File: src/hw/rtl/vcse_pkg.sv
// Shared types and constants for the VGM command stream encoder.
package vcse_pkg;

  localparam int MaxBytes = 6;
  localparam int BodyBytes = 5;
  localparam int CountW = 3;

  typedef enum logic [2:0] {
    CMD_TICK      = 3'd0,
    CMD_PSG_WRITE = 3'd1,
    CMD_FM_WRITE  = 3'd2,
    CMD_DAC_SEEK  = 3'd3,
    CMD_DAC_DATA  = 3'd4,
    CMD_LOOP      = 3'd5,
    CMD_FINISH    = 3'd6
  } cmd_t;

  localparam logic [7:0] OP_WAIT     = 8'h61;
  localparam logic [7:0] OP_PSG      = 8'h50;
  localparam logic [7:0] OP_FM_PORT0 = 8'h52;
  localparam logic [7:0] OP_FM_PORT1 = 8'h53;
  localparam logic [7:0] OP_SEEK     = 8'hE0;
  localparam logic [7:0] OP_DAC      = 8'h80;
  localparam logic [7:0] OP_END      = 8'h66;

  localparam logic [15:0] WAIT_LIMIT = 16'hFFFF;
  localparam logic [31:0] LOOP_BIAS  = 32'h0000_001C;

  typedef struct packed {
    logic [MaxBytes-1:0][7:0] stream;
    logic [CountW-1:0]        count;
    logic [31:0]              total;
    logic [31:0]              loop_ofs;
    logic [31:0]              loop_len;
  } rec_t;

endpackage

File: src/hw/rtl/vcse_encoder.sv
// Command encoder: keeps the stream counters and turns one event into a byte record.
module vcse_encoder (
  input  logic              clk,
  input  logic              rst,
  input  logic              in_valid,
  output logic              in_ready,
  input  logic [2:0]        cmd,
  input  logic              chip_port,
  input  logic [7:0]        register_index,
  input  logic [7:0]        write_data,
  input  logic [31:0]       seek_offset,
  output logic              rec_valid,
  input  logic              rec_ready,
  output vcse_pkg::rec_t    rec
);
  import vcse_pkg::*;

  logic [15:0] wait_count, wait_count_next, wait_inc;
  logic [31:0] sample_total, sample_total_next;
  logic [31:0] byte_count, byte_count_next;
  logic [31:0] loop_position, loop_position_next;
  logic [31:0] loop_start_sample, loop_start_sample_next;
  logic [BodyBytes-1:0][7:0] body;
  logic [CountW-1:0] body_len;
  logic flush;
  rec_t rec_next;
  logic accept;

  assign in_ready = !rec_valid || rec_ready;
  assign accept   = in_valid && in_ready;
  assign wait_inc = wait_count + 16'd1;

  always_comb begin
    body = '0;
    body_len = '0;
    flush = 1'b0;
    wait_count_next = wait_count;
    sample_total_next = sample_total;
    loop_position_next = loop_position;
    loop_start_sample_next = loop_start_sample;
    unique case (cmd_t'(cmd))
      CMD_TICK: begin
        sample_total_next = sample_total + 32'd1;
        if (wait_inc == WAIT_LIMIT) begin
          body[0] = OP_WAIT;
          body[1] = WAIT_LIMIT[7:0];
          body[2] = WAIT_LIMIT[15:8];
          body_len = CountW'(3);
          wait_count_next = '0;
        end else begin
          wait_count_next = wait_inc;
        end
      end
      CMD_PSG_WRITE: begin
        flush = (wait_count != '0);
        body[0] = OP_PSG;
        body[1] = write_data;
        body_len = CountW'(2);
      end
      CMD_FM_WRITE: begin
        flush = (wait_count != '0);
        body[0] = chip_port ? OP_FM_PORT1 : OP_FM_PORT0;
        body[1] = register_index;
        body[2] = write_data;
        body_len = CountW'(3);
      end
      CMD_DAC_SEEK: begin
        body[0] = OP_SEEK;
        body[1] = seek_offset[7:0];
        body[2] = seek_offset[15:8];
        body[3] = seek_offset[23:16];
        body[4] = seek_offset[31:24];
        body_len = CountW'(5);
      end
      CMD_DAC_DATA: begin
        flush = (wait_count != '0);
        body[0] = OP_DAC;
        body_len = CountW'(1);
      end
      CMD_LOOP: begin
        loop_position_next = byte_count - LOOP_BIAS;
        loop_start_sample_next = sample_total;
      end
      CMD_FINISH: begin
        body[0] = OP_END;
        body_len = CountW'(1);
      end
      default: begin
      end
    endcase
  end

  always_comb begin
    rec_next = '0;
    if (flush) begin
      rec_next.stream[0] = OP_WAIT;
      rec_next.stream[1] = wait_count[7:0];
      rec_next.stream[2] = wait_count[15:8];
      rec_next.stream[3] = body[0];
      rec_next.stream[4] = body[1];
      rec_next.stream[5] = body[2];
      rec_next.count = body_len + CountW'(3);
    end else begin
      rec_next.stream[4:0] = body;
      rec_next.count = body_len;
    end
    rec_next.total = sample_total_next;
    rec_next.loop_ofs = loop_position_next;
    rec_next.loop_len = sample_total_next - loop_start_sample_next;
  end

  assign byte_count_next = byte_count + 32'(rec_next.count);

  always_ff @(posedge clk) begin
    if (rst) begin
      wait_count <= '0;
      sample_total <= '0;
      byte_count <= '0;
      loop_position <= '0;
      loop_start_sample <= '0;
      rec_valid <= 1'b0;
    end else begin
      if (accept) begin
        wait_count <= flush ? '0 : wait_count_next;
        sample_total <= sample_total_next;
        byte_count <= byte_count_next;
        loop_position <= loop_position_next;
        loop_start_sample <= loop_start_sample_next;
        rec_valid <= (rec_next.count != '0);
      end else if (rec_valid && rec_ready) begin
        rec_valid <= 1'b0;
      end
    end
  end

  always_ff @(posedge clk) begin
    if (accept) begin
      rec <= rec_next;
    end
  end

  a_rec_nonempty: assert property (@(posedge clk) disable iff (rst)
    rec_valid |-> (rec.count != '0) && (rec.count <= CountW'(MaxBytes)))
    else $error("Held record has an invalid byte count.");

  a_wait_below_limit: assert property (@(posedge clk) disable iff (rst)
    wait_count != WAIT_LIMIT)
    else $error("Pending wait reached the limit without a flush.");

  a_bytes_counted: assert property (@(posedge clk) disable iff (rst)
    accept |=> byte_count == $past(byte_count) + 32'($past(rec_next.count)))
    else $error("Byte position does not follow the emitted bytes.");

endmodule

File: src/hw/rtl/vcse_serializer.sv
// Byte serializer: sends the bytes of each record one transfer at a time.
module vcse_serializer (
  input  logic              clk,
  input  logic              rst,
  input  logic              rec_valid,
  output logic              rec_ready,
  input  vcse_pkg::rec_t    rec,
  output logic              out_valid,
  input  logic              out_ready,
  output logic [7:0]        out_byte,
  output logic              last_byte,
  output logic [31:0]       total_samples,
  output logic signed [31:0] loop_offset,
  output logic [31:0]       loop_samples
);
  import vcse_pkg::*;

  rec_t cur;
  logic cur_valid;
  logic [CountW-1:0] idx;
  logic take, is_last;

  assign out_valid = cur_valid;
  assign take = cur_valid && out_ready;
  assign is_last = (idx == cur.count - CountW'(1));
  assign rec_ready = !cur_valid || (take && is_last);

  assign out_byte = cur.stream[idx];
  assign last_byte = is_last;
  assign total_samples = cur.total;
  assign loop_offset = $signed(cur.loop_ofs);
  assign loop_samples = cur.loop_len;

  always_ff @(posedge clk) begin
    if (rst) begin
      cur_valid <= 1'b0;
      idx <= '0;
    end else if (rec_ready) begin
      cur_valid <= rec_valid;
      idx <= '0;
    end else if (take) begin
      idx <= idx + CountW'(1);
    end
  end

  always_ff @(posedge clk) begin
    if (rec_ready && rec_valid) begin
      cur <= rec;
    end
  end

  a_idx_in_range: assert property (@(posedge clk) disable iff (rst)
    cur_valid |-> (cur.count != '0) && (idx < cur.count))
    else $error("Byte index runs past the record.");

  a_advance: assert property (@(posedge clk) disable iff (rst)
    (take && !is_last) |=> out_valid && (idx == $past(idx) + CountW'(1)))
    else $error("Serializer did not advance to the next byte.");

  a_load: assert property (@(posedge clk) disable iff (rst)
    (rec_valid && rec_ready) |=> out_valid && (idx == '0))
    else $error("New record did not start at its first byte.");

endmodule

File: src/hw/rtl/vgm_command_stream_encoder.sv
// Top level of the VGM command stream encoder.
//
// Events enter on the input channel (in_valid/in_ready with cmd, chip_port,
// register_index, write_data and seek_offset). Each event is encoded into a
// record of zero to six command bytes, held in a record register, and then
// sent one byte per transfer on the output channel (out_valid/out_ready with
// out_byte, last_byte and the counter fields). Ticks and loop points usually
// produce no bytes and only update counters. The first byte of an event passes
// through the record register and then the serializer's current record before
// it appears. The output moves one byte per cycle while out_ready is high, so
// the sustained rate is set by the serializer, and an event with no bytes
// only takes an input transfer. The next event is taken while the previous
// one is still being sent, so back-to-back events keep the output busy every
// cycle. When the receiver stalls, the current byte holds, the record
// register fills and then in_ready drops. Reset clears the wait count, sample
// total, byte position and loop marks to zero and empties both stages.
module vgm_command_stream_encoder (
  input  logic               clk,
  input  logic               rst,
  input  logic               in_valid,
  output logic               in_ready,
  input  logic [2:0]         cmd,
  input  logic               chip_port,
  input  logic [7:0]         register_index,
  input  logic [7:0]         write_data,
  input  logic [31:0]        seek_offset,
  output logic               out_valid,
  input  logic               out_ready,
  output logic [7:0]         out_byte,
  output logic               last_byte,
  output logic [31:0]        total_samples,
  output logic signed [31:0] loop_offset,
  output logic [31:0]        loop_samples
);
  import vcse_pkg::*;

  rec_t rec;
  logic rec_valid, rec_ready;

  vcse_encoder u_encoder (
    .clk            (clk),
    .rst            (rst),
    .in_valid       (in_valid),
    .in_ready       (in_ready),
    .cmd            (cmd),
    .chip_port      (chip_port),
    .register_index (register_index),
    .write_data     (write_data),
    .seek_offset    (seek_offset),
    .rec_valid      (rec_valid),
    .rec_ready      (rec_ready),
    .rec            (rec)
  );

  vcse_serializer u_serializer (
    .clk           (clk),
    .rst           (rst),
    .rec_valid     (rec_valid),
    .rec_ready     (rec_ready),
    .rec           (rec),
    .out_valid     (out_valid),
    .out_ready     (out_ready),
    .out_byte      (out_byte),
    .last_byte     (last_byte),
    .total_samples (total_samples),
    .loop_offset   (loop_offset),
    .loop_samples  (loop_samples)
  );

endmodule
File: config.mk
export PLATFORM = sky130hd
export DESIGN_NAME = vgm_command_stream_encoder
export DESIGN_NICKNAME = d
export VERILOG_FILES = /design/src/hw/rtl/vcse_pkg.sv /design/src/hw/rtl/vcse_encoder.sv /design/src/hw/rtl/vcse_serializer.sv /design/src/hw/rtl/vgm_command_stream_encoder.sv
export SDC_FILE = /design/constraint.sdc
export NUM_CORES = 1
export LEC_CHECK = 0
export ABC_AREA = 1
export BUFFER_PORTS_ARGS = -buffer_cell sky130_fd_sc_hd__buf_2
export CAP_MARGIN = 20
export CORE_MARGIN = 4
export CORE_UTILIZATION = 30
export CTS_CLUSTER_SIZE = 40
export DETAILED_ROUTE_END_ITERATION = 7
export GPL_TIMING_DRIVEN = 0
export HOLD_SLACK_MARGIN = 0.15
export MAX_ROUTING_LAYER = met4
export PLACE_DENSITY = 0.45
export SYNTH_ARGS = -nofsm -noshare
export SYNTH_HDL_FRONTEND = slang
export SYNTH_HIERARCHICAL = 1
export SYNTH_SLANG_ARGS = --single-unit
File: constraint.sdc
create_clock -name clk -period 24 [get_ports clk]
set_input_delay 6 -clock clk [delete_from_list [all_inputs] [get_ports clk]]
set_output_delay 6 -clock clk [all_outputs]
set_load 0.02 [all_outputs]
### Word level (Yosys, flattened, before mapping)

Cells that the tools add are included.

* add/sub/neg operators: 8
* $mul: 0
* divide/modulo/power cells: 0
* $lt $le $gt $ge: 1
* eq/ne operators: 8
* shifts and indexed selects: 0
* mux-type cells: 20
* bitwise gates (word level): 0
* reductions and logical operators: 17

Operators with widths (number)
* $mux W32: 3
* $mux W16: 4
* $pmux W8 S6: 1
* $mux W43: 1
* $add A32 B1 Y32 const B: 1
* $add A32 B3 Y32: 1
* $pmux W8 S4: 1
* $sub A32 B32 Y32: 1
* $sub A32 B5 Y32 const B: 1
* $bmux W8 S3: 1
* $mux W24: 1
* $pmux W8 S3: 1
* $add A16 B1 Y16 const B: 1
* $eq A16 B16 Y1 const B: 1
* $reduce_bool A16 Y1: 1
* $pmux W3 S5: 1
* $eq A3 B3 Y1 const B: 3
* $mux W8: 1
* $eq A3 B2 Y1 const B: 2
* $logic_and A1 B1 Y1: 4
* $lt A3 B4 Y1 const B: 1
* $mux W1: 4
* $reduce_bool A2 Y1: 2
* $reduce_or A2 Y1: 2
* other kinds (12): 14

* flip-flop bits (word level): 443
* bits in latches: 0
* RAM bits: 0
* memory bits (read-only): 0
* output and inout port bits: 107
* word-level logic and storage cells: 82
* memories: 0

### Logic depth before layout (Yosys ltp)

* word-level depth: 8
* mapped depth: 30
* mapped depth without buffers: 29

### Hierarchy

Netlist, hierarchy kept.

Modules (own cells, without submodules)
* vcse_encoder: times used 1, cells each 1836, area each 15117.0 µm², sequential area each 7287.0 µm²
* vcse_serializer: times used 1, cells each 370, area each 5855.6 µm², sequential area each 4494.3 µm²

### Worst setup path before layout

Ideal clock, no wire load.

* path type: input to register
* start point: input port out_ready
* end point: register u_serializer/cur[100] (netlist name), enable pin
* setup time: 693 ps
* arrival time: 12776 ps
* slack: 10530 ps
* cell stages on the path: 2
* path buffers: 0
* cell sequence: nand3_2 > a21boi_1

* longest elaborated chain between the ends: 4

RTL lines
* start: declaration: RTL line vgm_command_stream_encoder.sv:28 `input logic out_ready,`
* $logic_and A1 B1 Y1: RTL line vcse_serializer.sv:24 `assign take = cur_valid && out_ready;`
* $logic_and A1 B1 Y1: RTL line vcse_serializer.sv:26 `assign rec_ready = !cur_valid || (take && is_last);`
* $logic_or A1 B1 Y1: RTL line vcse_serializer.sv:26
* $logic_and A1 B1 Y1: RTL line vcse_serializer.sv:47 `if (rec_ready && rec_valid) begin`
* end signal: assignment: RTL line vcse_serializer.sv:48 `cur <= rec;`
* end: declaration: RTL line vcse_serializer.sv:18 `rec_t cur;`

No other way between the ends.
A chain may end at the register's enable or synchronous reset.

### Worst setup path after layout

* start point: input port out_ready
* end point: output port in_ready

* longest elaborated chain between the ends: 4

RTL lines
* $logic_and A1 B1 Y1: RTL line vcse_serializer.sv:24
* $logic_and A1 B1 Y1: RTL line vcse_serializer.sv:26
* $logic_or A1 B1 Y1: RTL line vcse_serializer.sv:26
* via rec_ready: RTL line vgm_command_stream_encoder.sv:38 `logic rec_valid, rec_ready;`
* $logic_or A1 B1 Y1: RTL line vcse_encoder.sv:29 `assign in_ready = !rec_valid || rec_ready;`
* end: declaration: RTL line vgm_command_stream_encoder.sv:21 `output logic in_ready,`

The timed path passes the listed nets, and every way through them passes these cells.

==> results.md <==
- Status: completed
- DRT Pass-1 Iters: 7
- Post-synthesis sequential area ratio: 0.562
- Reg power frac: 0.472
- Main flop type after synthesis: edfxtp_1
- Number of synthesized flops with an enable pin: 293
- Placed insts: 3307
- Main combinational cell family by area after synthesis: simple AND/OR/NAND/NOR gates
- IO Port Bufs: 162
- GRT Resource Usage Total: 0.163
- Kind of critical path: input pin to output pin
- Simple-gate portion of the synthesized area: 0.151
- GPL Wtd Cong: 0.864
- Netlist Area Pre-Place: 21000 sq um
- First-pass GRT wire length: 91900 um
- Unrepaired setup endpoints after global routing: false
- R2R depth: 27
- Vias post-DR: 15600
- Core area: 68900 sq um
- Final Hold Vio Count: 0
- Final wirelength: 59300 um
- CP Launch Type: input pin
- Die width: 272 um
- Leak pwr: 10.3 nW
- Layout area overhead: 18.0%
- Die Area: 74200 sq um
- Setup_tns: 0 ns
- Period utilization: 0.530
- Comb power frac: 0.146
- Min-delay worst type: flop to flop
- Initial core utilization: 0.304
- Post-DP HPWL: 44500 um
- Slew Viols, Final: 0
- First-iteration detailed-routing DRC count: 1053
- Hold path depth: 0
- Rel. slew slack: 0.375
- Distinct cells, synth: 61
- Clock period minus worst slack: 12.71 ns
- Post-synthesis xor/xnor area fraction: 0.0342
- Clk pwr share: 0.382
- IO Count: 163
- H-tree depth: 2
- Row Count: 96
- CTS Buffer Depth: 3
- Pwr Density: 78.9 nW/um^2
- Sequential cell area: 11800 sq um
- Vias per Instance: 4.59
- Net Count, Synth: 2306
- Routed WL per cell: 17.4 um
- Worst-Margin Slew: 0.937 ns
- Antenna Nets Post-Route: 0
- Pin count of the biggest net entering global routing: 58
- Layout cell share with drive strength beyond 1: 0.172
- Post-Syn Area per Cell: 9.51 sq um
- Die height: 272 um
- Worst Skew: 0.0315 ns
- Initial antenna violation count: 2
- DRC Markers: 0
- Num Clock Sinks: 442
- Synthesized instance count: 2206
- Peak Freq: 0.0787 GHz
- Max-cap violations: 0
- Clock-pin slew on the worst setup and hold paths: 0.06 ns
- Area of the multi-input gates: 7060 sq um
- Sw power: 530 uW
- Crit Path Max Fanout: 3
- Hold buffers post-CTS: 0
- GRT overflow: 0
- Fillers: 7099
- Crit path required time: 18.00 ns
- Post-cts resize count: 0
- Nets: 2528
- Synth Register Bits: 442
- Switch share: 0.271
- Adder-Cell Fraction of Synth Area: 0.0270
- Worst path arrival time: 6.71 ns
- Layout Cells excl Fill: 3402
- Final setup fails: 0
- Vias in the first global route: 15400
- Postcts setup bufs: 0
- Clk_lat worst skew: 0.60 ns
- CTS Root Cell: clkbuf_16
- Post-synthesis async set-or-reset flop share: 0
- Worst vdd ir: 46.7 uV
- Internal: 1.42 mW
- Ys Warns: 6
- Num CTS Buffers: 50
- Worst Setup End Kind: output pin
- Post-synthesis mux area share: 0.00477
- Compound-Gate Fraction of Synth Area: 0.118
- CTS tree: done
## routing by layer
layer / global-route usage / vias up / wire length, um
met5: - / - / 0
met4: 0.0444 / 0 / 1470
met3: 0.0233 / 79 / 2590
met2: 0.256 / 355 / 27100
met1: 0.222 / 7374 / 28200
li1: - / 7793 / -
## registers in the layout, summed over array words and instances, names as in the netlist, 16 cells and up
| signal | cells |
|---|---|
| u_encoder/loop_start_sample | 32 |
| u_encoder/sample_total | 32 |
| u_serializer/cur | 51 |
| u_serializer/loop_offset | 32 |
| u_encoder/loop_position | 32 |
| u_encoder/rec | 146 |
| u_serializer/loop_samples | 32 |
| u_serializer/total_samples | 32 |
| u_encoder/wait_count | 16 |
| u_encoder/byte_count | 32 |
## synth_stat cells, drive strengths merged, types with 2 or more instances
master   instances  area, sq um
nor3            36          201
nand4           26          163
nor2           209          850
a21o             6         45.0
o211ai          39          293
nand3           68          355
edfxtp         293         8800
a221oi           6         52.6
a2111oi          2         17.5
a21boi           4         30.0
a211oi           9         67.6
xnor2           13          114
buf            115          847
dfxtp          149         2980
clkbuf          56          210
o21a             2         15.0
o21ai          214         1090
mux2i           10          100
a22o             8         70.1
inv            286         1080
ha              42          526
o22ai            8         50.1
a21oi          117          589
nor4            11         68.8
xor2            69          604
o21bai           2         15.0
nand2          362         1400
a22oi            4         30.0
fa               2         40.0
a31oi           10         62.6
or2             16          100
## cell families (layout without fill, tap and decap cells)
group | count (synthesis) | in the layout
buf+inv | 458 | 721
fa+ha+maj | 44 | 44
mux | 10 | 10
flops | 442 | 442
other cells | 1 | 3
compound gates | 437 | 437
xor+xnor | 82 | 82
simple gates | 732 | 732
## cells in the final DEF (no fill, tap or decap), drive strengths merged, types with 68 or more instances in the layout
cell and instances:
nand2 362, edfxtp 293, inv 289, buf 285, o21ai 214, nor2 209, dfxtp 149, a21oi 117
clkbuf 111, xor2 69, nand3 68
## area by class of cell
cell class              instances  area share
inverters                     287      0.0440
clock inverters                38      0.0112
repair buffers                170      0.0404
clock buffers                  55      0.0534
multi-input cells            1306       0.285
flip-flops and latches        442       0.476
diodes                          2    0.000202
well taps                     931      0.0471
plain buffers                 171      0.0429
## power groups by stage
| stage | clock, mW | sequential, mW | combinational, mW |
|---|---|---|---|
| after floorplan | 0 | 0.937 | 0.190 |
| after global placement | 0 | 0.952 | 0.278 |
| after detailed placement | 0 | 0.939 | 0.287 |
| after CTS | 0.774 | 0.923 | 0.288 |
| after global routing | 0.808 | 0.929 | 0.318 |
| final | 0.746 | 0.922 | 0.285 |
## metrics by stage
step / utilization / worst slack (ns) / area (sq um) / hold slack, ns / total power [mW]
after floorplan: - / 10.53 / 21000 / 0.400 / 1.13
after global placement: 0.333 / 6.29 / 22900 / 0.403 / 1.23
after detailed placement: 0.336 / 11.27 / 23200 / 0.405 / 1.23
after CTS: 0.359 / 11.27 / 24800 / 0.394 / 1.99
after global routing: 0.359 / 11.25 / 24800 / 0.407 / 2.05
final: 0.359 / 11.29 / 24800 / 0.390 / 1.95
## final timing paths
check                           slack [ns]                    start                             end
worst max-delay path                 11.29                out_ready                        in_ready
worst min-delay path                  0.39        u_encoder/rec[89]  u_serializer/total_samples[25]
worst max register to register       18.88  u_encoder/wait_count[1]        u_encoder/byte_count[28]
worst min register to register        0.39        u_encoder/rec[89]  u_serializer/total_samples[25]
## critical path, stage by stage
cell and delay [ns]:
buf_2 0.12, nand3_2 0.13, nand2_1 0.09, inv_1 0.05, nand2_2 0.10, buf_2 0.22
(Power assumes the default switching activity.)
